File: src/rtl/ppghb_pkg.sv
package ppghb_pkg;

    localparam int SAMPLE_W = 18;
    localparam int BRIGHT_W = 16;
    localparam int DUTY_W   = 7;
    localparam int PROD_W   = 35;

    typedef logic [SAMPLE_W-1:0] sample_t;
    typedef logic [BRIGHT_W-1:0] bright_t;
    typedef logic [DUTY_W-1:0]   duty_t;
    typedef logic [PROD_W-1:0]   prod_t;

    localparam sample_t SAMPLE_MAX   = 18'h3FFFF;
    localparam sample_t THRESH_RESET = 18'd50000;
    localparam bright_t BRIGHT_MAX   = 16'd65280;

endpackage

File: src/rtl/ppghb_div.sv
module ppghb_div
(
    input  logic              clk,
    input  logic              rst_n,
    input  logic              start,
    input  ppghb_pkg::prod_t   dividend,
    input  ppghb_pkg::sample_t divisor,
    output logic              done,
    output ppghb_pkg::prod_t   quotient
);
    import ppghb_pkg::*;

    localparam int CNT_W = $clog2(PROD_W);
    localparam logic [CNT_W-1:0] LAST_CNT = CNT_W'(PROD_W - 1);

    logic             busy_reg;
    logic             done_reg;
    logic [CNT_W-1:0] cnt_reg;
    sample_t          div_reg;
    sample_t          rem_reg;
    prod_t            quo_reg;

    logic [SAMPLE_W:0] rem_sh;
    logic [SAMPLE_W:0] rem_diff;
    logic              fits;

    // One quotient bit per cycle, restoring form
    assign rem_sh   = {rem_reg, quo_reg[PROD_W-1]};
    assign rem_diff = rem_sh - {1'b0, div_reg};
    assign fits     = (rem_sh >= {1'b0, div_reg});

    always_ff @(posedge clk or negedge rst_n)
    begin
        if (!rst_n)
        begin
            busy_reg <= 1'b0;
            done_reg <= 1'b0;
            cnt_reg  <= '0;
        end
        else
        begin
            done_reg <= 1'b0;
            if (start)
            begin
                busy_reg <= 1'b1;
                cnt_reg  <= '0;
            end
            else if (busy_reg)
            begin
                cnt_reg <= cnt_reg + 1'b1;
                if (cnt_reg == LAST_CNT)
                begin
                    busy_reg <= 1'b0;
                    done_reg <= 1'b1;
                end
            end
        end
    end

    always_ff @(posedge clk)
    begin
        if (start)
        begin
            div_reg <= divisor;
            rem_reg <= '0;
            quo_reg <= dividend;
        end
        else if (busy_reg)
        begin
            rem_reg <= fits ? rem_diff[SAMPLE_W-1:0] : rem_sh[SAMPLE_W-1:0];
            quo_reg <= {quo_reg[PROD_W-2:0], fits};
        end
    end

    assign done     = done_reg;
    assign quotient = quo_reg;

endmodule

File: src/rtl/ppg_heartbeat_led_brightness_top.sv
// A beat whose step needs no division runs S_PREP, S_MUL, S_APPLY, then S_OUT;
// for the scaled step the 35-step serial divider runs in S_DIV before S_APPLY.
// A full batch adds a store scan before S_OUT, one entry per cycle through the single
// read port; a finger-absent beat skips the step and goes from S_PREP to the scan.
// One beat in flight; the next is taken once the result is in the output register.
// Reset: range empty, brightness 0, threshold 50000; unwritten entries read as zero.
module ppg_heartbeat_led_brightness_top
#(
    parameter int BATCH_LENGTH = 100
)
(
    input  logic               clk,
    input  logic               rst_n,
    input  logic               cfg_valid,
    output logic               cfg_ready,
    input  ppghb_pkg::sample_t cfg_data,
    input  logic               in_valid,
    output logic               in_stall,
    input  ppghb_pkg::sample_t red_sample,
    input  ppghb_pkg::sample_t ir_sample,
    output logic               out_valid,
    input  logic               out_stall,
    output ppghb_pkg::duty_t   duty_percent,
    output logic               duty_updated,
    output logic               finger_on,
    output logic               batch_end
);
    import ppghb_pkg::*;

    localparam int SLOT_W = $clog2(BATCH_LENGTH);
    localparam int FILL_W = $clog2(BATCH_LENGTH + 1);
    localparam logic [SLOT_W-1:0] LAST_SLOT = SLOT_W'(BATCH_LENGTH - 1);

    typedef enum logic [2:0] {
        S_IDLE,
        S_PREP,
        S_MUL,
        S_DIV,
        S_APPLY,
        S_SCAN,
        S_SCAN_TAIL,
        S_OUT
    } state_t;

    state_t             state_reg;
    sample_t            thr_reg;
    sample_t            red_reg;
    logic               present_reg;
    sample_t            prev_reg;
    bright_t            bright_reg;
    sample_t            range_low_reg;
    sample_t            range_high_reg;
    logic               finger_reg;
    logic               updated_reg;
    logic               ended_reg;
    logic [SLOT_W-1:0]  slot_reg;
    logic [FILL_W-1:0]  fill_reg;
    sample_t            d_reg;
    logic               rising_reg;
    bright_t            step_reg;
    logic [SLOT_W-1:0]  scan_idx_reg;
    logic               scan_vld_reg;
    logic               rd_zero_reg;
    sample_t            rd_data_reg;
    sample_t            lo_acc_reg;
    sample_t            hi_acc_reg;
    logic               out_valid_reg;
    duty_t              duty_reg;
    logic               duty_updated_reg;
    logic               finger_out_reg;
    logic               batch_end_reg;

    sample_t            store_mem [BATCH_LENGTH];

    logic               in_accept;
    logic               rising;
    sample_t            diff;
    logic [SAMPLE_W+8:0] scaled;
    prod_t              product;
    sample_t            span;
    logic               div_start;
    logic               div_done;
    prod_t              quot;
    bright_t            quot_sat;
    bright_t            bright_dn;
    logic [BRIGHT_W:0]  bright_sum;
    bright_t            bright_up;
    sample_t            rd_val;
    sample_t            lo_next;
    sample_t            hi_next;
    logic [22:0]        pct;

    assign cfg_ready = 1'b1;
    assign in_stall  = (state_reg != S_IDLE);
    assign in_accept = in_valid && !in_stall;

    assign rising = (red_reg > prev_reg);
    assign diff   = rising ? (red_reg - prev_reg) : (prev_reg - red_reg);

    // d * 510 * 256 as (d*512 - d*2) * 256
    assign scaled  = {d_reg, 9'b0} - {8'b0, d_reg, 1'b0};
    assign product = {scaled, 8'b0};
    assign span    = range_high_reg - range_low_reg;

    assign div_start = (state_reg == S_MUL) && (d_reg != '0)
                       && (range_high_reg > range_low_reg);

    ppghb_div u_div
    (
        .clk      (clk),
        .rst_n    (rst_n),
        .start    (div_start),
        .dividend (product),
        .divisor  (span),
        .done     (div_done),
        .quotient (quot)
    );

    // Any step at or above full scale saturates either way
    assign quot_sat = (quot > PROD_W'(BRIGHT_MAX)) ? BRIGHT_MAX : quot[BRIGHT_W-1:0];

    assign bright_dn  = (step_reg >= bright_reg) ? '0 : (bright_reg - step_reg);
    assign bright_sum = {1'b0, bright_reg} + {1'b0, step_reg};
    assign bright_up  = (bright_sum > {1'b0, BRIGHT_MAX}) ? BRIGHT_MAX
                                                          : bright_sum[BRIGHT_W-1:0];

    assign rd_val  = rd_zero_reg ? '0 : rd_data_reg;
    assign lo_next = (scan_vld_reg && (rd_val < lo_acc_reg)) ? rd_val : lo_acc_reg;
    assign hi_next = (scan_vld_reg && (rd_val > hi_acc_reg)) ? rd_val : hi_acc_reg;

    // brightness * 100 as *64 + *32 + *4
    assign pct = {1'b0, bright_reg, 6'b0} + {2'b0, bright_reg, 5'b0}
               + {5'b0, bright_reg, 2'b0};

    always_ff @(posedge clk)
    begin
        if (in_accept)
        begin
            store_mem[slot_reg] <= red_sample;
        end
        rd_data_reg <= store_mem[scan_idx_reg];
    end

    always_ff @(posedge clk or negedge rst_n)
    begin
        if (!rst_n)
        begin
            state_reg      <= S_IDLE;
            thr_reg        <= THRESH_RESET;
            prev_reg       <= '0;
            bright_reg     <= '0;
            range_low_reg  <= SAMPLE_MAX;
            range_high_reg <= '0;
            finger_reg     <= 1'b0;
            slot_reg       <= '0;
            fill_reg       <= '0;
            scan_vld_reg   <= 1'b0;
            out_valid_reg  <= 1'b0;
        end
        else
        begin
            if (cfg_valid)
            begin
                thr_reg <= cfg_data;
            end
            // S_OUT reloads the output register itself
            if (out_valid_reg && !out_stall && (state_reg != S_OUT))
            begin
                out_valid_reg <= 1'b0;
            end
            scan_vld_reg <= (state_reg == S_SCAN);
            rd_zero_reg  <= (FILL_W'(scan_idx_reg) >= fill_reg);

            unique case (state_reg)
                S_IDLE:
                begin
                    if (in_accept)
                    begin
                        red_reg     <= red_sample;
                        present_reg <= (ir_sample >= thr_reg);
                        if (FILL_W'(slot_reg) == fill_reg)
                        begin
                            fill_reg <= fill_reg + 1'b1;
                        end
                        state_reg <= S_PREP;
                    end
                end
                S_PREP:
                begin
                    if (!present_reg)
                    begin
                        // finger absent: hold brightness, end the batch
                        finger_reg   <= 1'b0;
                        updated_reg  <= 1'b0;
                        ended_reg    <= 1'b1;
                        scan_idx_reg <= '0;
                        lo_acc_reg   <= SAMPLE_MAX;
                        hi_acc_reg   <= '0;
                        state_reg    <= S_SCAN;
                    end
                    else
                    begin
                        finger_reg  <= 1'b1;
                        updated_reg <= 1'b1;
                        d_reg       <= diff;
                        rising_reg  <= rising;
                        state_reg   <= S_MUL;
                    end
                end
                S_MUL:
                begin
                    if (div_start)
                    begin
                        state_reg <= S_DIV;
                    end
                    else
                    begin
                        if ((d_reg == '0) || (range_high_reg < range_low_reg))
                        begin
                            step_reg <= '0;
                        end
                        else
                        begin
                            step_reg <= BRIGHT_MAX;
                        end
                        state_reg <= S_APPLY;
                    end
                end
                S_DIV:
                begin
                    if (div_done)
                    begin
                        step_reg  <= quot_sat;
                        state_reg <= S_APPLY;
                    end
                end
                S_APPLY:
                begin
                    bright_reg <= rising_reg ? bright_dn : bright_up;
                    prev_reg   <= red_reg;
                    if (slot_reg == LAST_SLOT)
                    begin
                        ended_reg    <= 1'b1;
                        scan_idx_reg <= '0;
                        lo_acc_reg   <= SAMPLE_MAX;
                        hi_acc_reg   <= '0;
                        state_reg    <= S_SCAN;
                    end
                    else
                    begin
                        ended_reg <= 1'b0;
                        slot_reg  <= slot_reg + 1'b1;
                        state_reg <= S_OUT;
                    end
                end
                S_SCAN:
                begin
                    lo_acc_reg <= lo_next;
                    hi_acc_reg <= hi_next;
                    if (scan_idx_reg == LAST_SLOT)
                    begin
                        state_reg <= S_SCAN_TAIL;
                    end
                    else
                    begin
                        scan_idx_reg <= scan_idx_reg + 1'b1;
                    end
                end
                S_SCAN_TAIL:
                begin
                    // fold the last entry and commit the new range
                    range_low_reg  <= lo_next;
                    range_high_reg <= hi_next;
                    slot_reg       <= '0;
                    state_reg      <= S_OUT;
                end
                S_OUT:
                begin
                    if (!out_valid_reg || !out_stall)
                    begin
                        out_valid_reg    <= 1'b1;
                        duty_reg         <= pct[22:16];
                        duty_updated_reg <= updated_reg;
                        finger_out_reg   <= finger_reg;
                        batch_end_reg    <= ended_reg;
                        state_reg        <= S_IDLE;
                    end
                end
                default:
                begin
                    state_reg <= S_IDLE;
                end
            endcase
        end
    end

    assign out_valid    = out_valid_reg;
    assign duty_percent = duty_reg;
    assign duty_updated = duty_updated_reg;
    assign finger_on    = finger_out_reg;
    assign batch_end    = batch_end_reg;

`ifndef NO_ASSERTIONS
    a_bright_bound: assert property (@(posedge clk) disable iff (!rst_n)
        bright_reg <= BRIGHT_MAX)
        else $error("brightness above full scale");

    a_slot_fill: assert property (@(posedge clk) disable iff (!rst_n)
        (FILL_W'(slot_reg) <= fill_reg) && (fill_reg <= FILL_W'(BATCH_LENGTH)))
        else $error("write slot beyond fill count");

    a_div_done_state: assert property (@(posedge clk) disable iff (!rst_n)
        div_done |-> (state_reg == S_DIV))
        else $error("divider finished outside the divide state");

    a_range_order: assert property (@(posedge clk) disable iff (!rst_n)
        (state_reg == S_SCAN_TAIL) |=> (range_high_reg >= range_low_reg))
        else $error("scan committed an inverted range");
`endif

endmodule

File: config.mk
export PLATFORM = sky130hd
export DESIGN_NAME = ppg_heartbeat_led_brightness_top
export DESIGN_NICKNAME = d
export VERILOG_FILES = /design/src/rtl/ppghb_pkg.sv /design/src/rtl/ppghb_div.sv /design/src/rtl/ppg_heartbeat_led_brightness_top.sv
export SDC_FILE = /design/constraint.sdc
export NUM_CORES = 2
export LEC_CHECK = 0
export ABC_CLOCK_PERIOD_IN_PS = 4200
export BUFFER_PORTS_ARGS = -buffer_cell sky130_fd_sc_hd__buf_2
export CORE_UTILIZATION = 40
export CTS_BUF_LIST = sky130_fd_sc_hd__clkbuf_4
export DETAILED_ROUTE_END_ITERATION = 10
export PLACE_DENSITY = 0.57
export SYNTH_ARGS = -nofsm -noshare
export SYNTH_HDL_FRONTEND = slang
export SYNTH_SLANG_ARGS = --single-unit
File: constraint.sdc
create_clock -name clk -period 4.2 [get_ports clk]
set_clock_uncertainty 0.05 [all_clocks]
set_input_delay 0.63 -clock clk [delete_from_list [all_inputs] [get_ports clk]]
set_output_delay 0.63 -clock clk [all_outputs]
set_load 0.05 [all_outputs]
==> reports/qor.csv <==
stage;metric;value;unit
finish;register name with the most flops;store_mem;
synth;Seq/Total Area, Yosys;69.9;%
clock_network;H-tree depth;6;
placed_design;dpl hpwl;128000;um
critical_path;critical path peak fanout;14;
critical_path;WP data required;5320;ps
run;max cap viols;0;
clock_network;Clock Sink Count;2115;
synth;Net Count, Synth;5266;
placed_design;Placer Congestion;0.822;
timing;Rel. slew slack;19.3;%
timing;Final Hold Viols;0;
global_route;largest net degree at the start of global routing;102;
critical_path;critical path launch point type;flop;
power;Tot Pwr;60.7;mW
synth;top-area cell type share of the netlist area;65.6;%
timing;Worst Max-Slew Pin Slew;1210;ps
floorplanning;die area;225000;sq um
routing;1st-iter DRT viols;4093;
floorplanning;starting density of the core;40.2;%
floorplanning;Die Ht;475;um
routing;vias per inst;5.39;
min_path;HP Class;in -> async;
timing;Setup TNS;0;ps
timing;max-slew violations;0;
timing;Final setup viols;0;
routing;Routed Antenna Nets;0;
run_status;status;finished clean;
timing;Tmin final;3730;ps
power;power per cell area;592;nW/um^2
synth;Mapped Cells;4992;
clock_network;clock latency on the worst-skew pair;1340;ps
clock_network;CTS tree;yes;
routing;overall routed net length;222000;um
critical_path;crit end category;flop;
synth;Area contributors post-synth;edfxtp_1 (66%), mux4_2 (14%), ha_1 (2.8%);
critical_path;Worst Path Arrival;4840;ps
synth;syn avg cell area;17.9;sq um
floorplanning;Cell Rows;173;
clock_network;cts bufs inserted;578;
routing;# DRC;0;
global_route;initial antenna violation count;4;
routing;routed vias;48800;
clock_network;CTS root buffer;clkbuf_4;
timing;fmax;268;MHz
finish;Layout Nets;5984;
global_route;GRT Total Usage;19.8;%
synth;FF+latch count, synth;2115;
global_route;vias in the first global route;50800;
finish;share of cells above drive strength 1;31.0;%
timing;crit share post-route;88.7;%
floorplanning;I/O pin count;72;
timing;RSZ-0062 raised after global routing;false;
clock_network;maximum clock insertion buffer count;4;
power;Lkg Pwr;35.3;nW
critical_path;Crit Path Class;reg -> reg;
synth;Synth cell types;87;
clock_network;Worst-path clk slew;70;ps
finish;max reg flops;1800;
synth;Post-synth top cells;edfxtp_1 (1955), mux4_2 (554), nand2_1 (266);
finish;Synth-to-Final Area Change;14.7;%
synth;post-synthesis cell area;89400;sq um
power;Max VDD drop;0.417;mV
routing;wire length per cell;24.5;um
global_route;first-pass GRT wire length;328000;um
synth;EDFF count, synth;1955;
global_route;total grt overflow;0;
floorplanning;die width;475;um
critical_path;CP startpoint;bright_reg[9]$_DFFE_PN0N_;
routing;Pre-antenna DRT Iters;5;
synth;most frequent cell after synthesis;edfxtp_1;
placed_design;# port buffers;70;
synth;area leader, netlist;edfxtp_1;
synth;asr flop ratio synth;5.48;%
synth;Most used DFF post-synth;edfxtp_1;
critical_path;Reg-to-Reg Start;bright_reg[9]$_DFFE_PN0N_;
floorplanning;area of the core;222000;sq um
synth;Ys Warns;0;
-- layout by cell type (no fill, tap or decap), types with 25 or more instances in the layout --
master,netlist,routed
a21o_1,63,63
clkinv_1,2,67
edfxtp_1,1955,1955
buf_4,9,208
clkbuf_4,0,853
dfrtp_1,92,91
o21ai_0,175,175
mux4_2,554,554
nand4_1,27,27
nor2b_1,43,43
inv_1,218,218
nor4_1,25,25
nand2_1,266,266
nor2_2,0,97
xnor2_1,65,65
nand3_1,62,61
dfxtp_1,44,44
buf_2,63,51
dlygate4sd3_1,0,97
mux2i_1,109,109
a21oi_1,110,109
nor3_1,43,42
xor2_1,33,33
ha_1,197,196
nor2_1,263,166
-- routing by layer --
metal	vias up	part of all wire [%]	track usage [%]
met2	1540	49	32.2
met1	25200	42	26.0
met3	386	6.1	4.36
li1	21700	-	-
met4	0	3.0	7.47
met5	-	0	0
-- power breakdown --
group | internal (mW) | switching [mW]
clock network | 9.56 | 8.22
registers | 24.5 | 0.906
logic | 7.63 | 9.90
-- metrics by stage --
step	hold WS, ps	worst slack, ps	cells	utilization [%]	instance area [sq um]
floorplan	284	351	4992	-	89400
finish	172	474	9065	46.1	103000
detailed placement	362	431	8008	42.6	94600
global route	82.1	21.0	9061	46.1	103000
CTS	29.5	366	9052	46.1	103000
global placement	355	425	8008	42.6	94600
-- area by class of cell --
| cell class | instances | area (sq um) |
|---|---|---|
| Antenna cell | 13 | 32.5 |
| Clock buffer | 853 | 6400 |
| Clock inverter | 94 | 532 |
| Fill cell | 19300 | 120000 |
| Inverter | 222 | 833 |
| Multi-Input combinational cell | 2416 | 25300 |
| Sequential cell | 2115 | 62500 |
| Tap cell | 2975 | 3720 |
| Timing Repair Buffer | 377 | 3200 |
-- critical path: stages, from the launching register on --
cell,delay [ps]
dfrtp_1,500
ha_2,490
clkinv_1,170
a2111oi_1,410
nand3_1,220
a21oi_1,300
o21ai_0,120
a2111oi_0,450
nand4_1,150
buf_4,220
a2111oi_0,420
nor3_1,90
-- path summary, 6_finish.rpt --
path / end / slack, ps / depth (start not counted)
max in group asynchronous: prev_reg[6]$_DFFE_PN0N_ / 3300 / 3
min in group clk: state_reg[1]$_DFFE_PN0P_ / 240 / 4
min: u_div.cnt_reg[0]$_DFFE_PN0P_ / 170 / 3
max reg2reg: bright_reg[2]$_DFFE_PN0N_ / 470 / 11
min reg2reg: duty_updated$_DFFE_PP_ / 370 / 0
max: bright_reg[2]$_DFFE_PN0N_ / 470 / 11
-- cell families after synthesis --
family	share of synthesized area (%)
DFF	69.9
and+or+nand+nor	4.37
muxes	15.3
AOI/OAI and AO/OA	4.21
buffers and inverters	2.06
adders and majority gates	3.16
xor gates and xnor gates	0.960
other	0.00419
-- what timing repair did --
action                     in CTS  in global routing
setup buffers                   0                  0
setup endpoints to repair       0                  1
hold buffers                   97                  0
resized for setup               0                  1
hold endpoints to repair     1478                  0
Note: power is estimated with default switching activity, not from simulation.
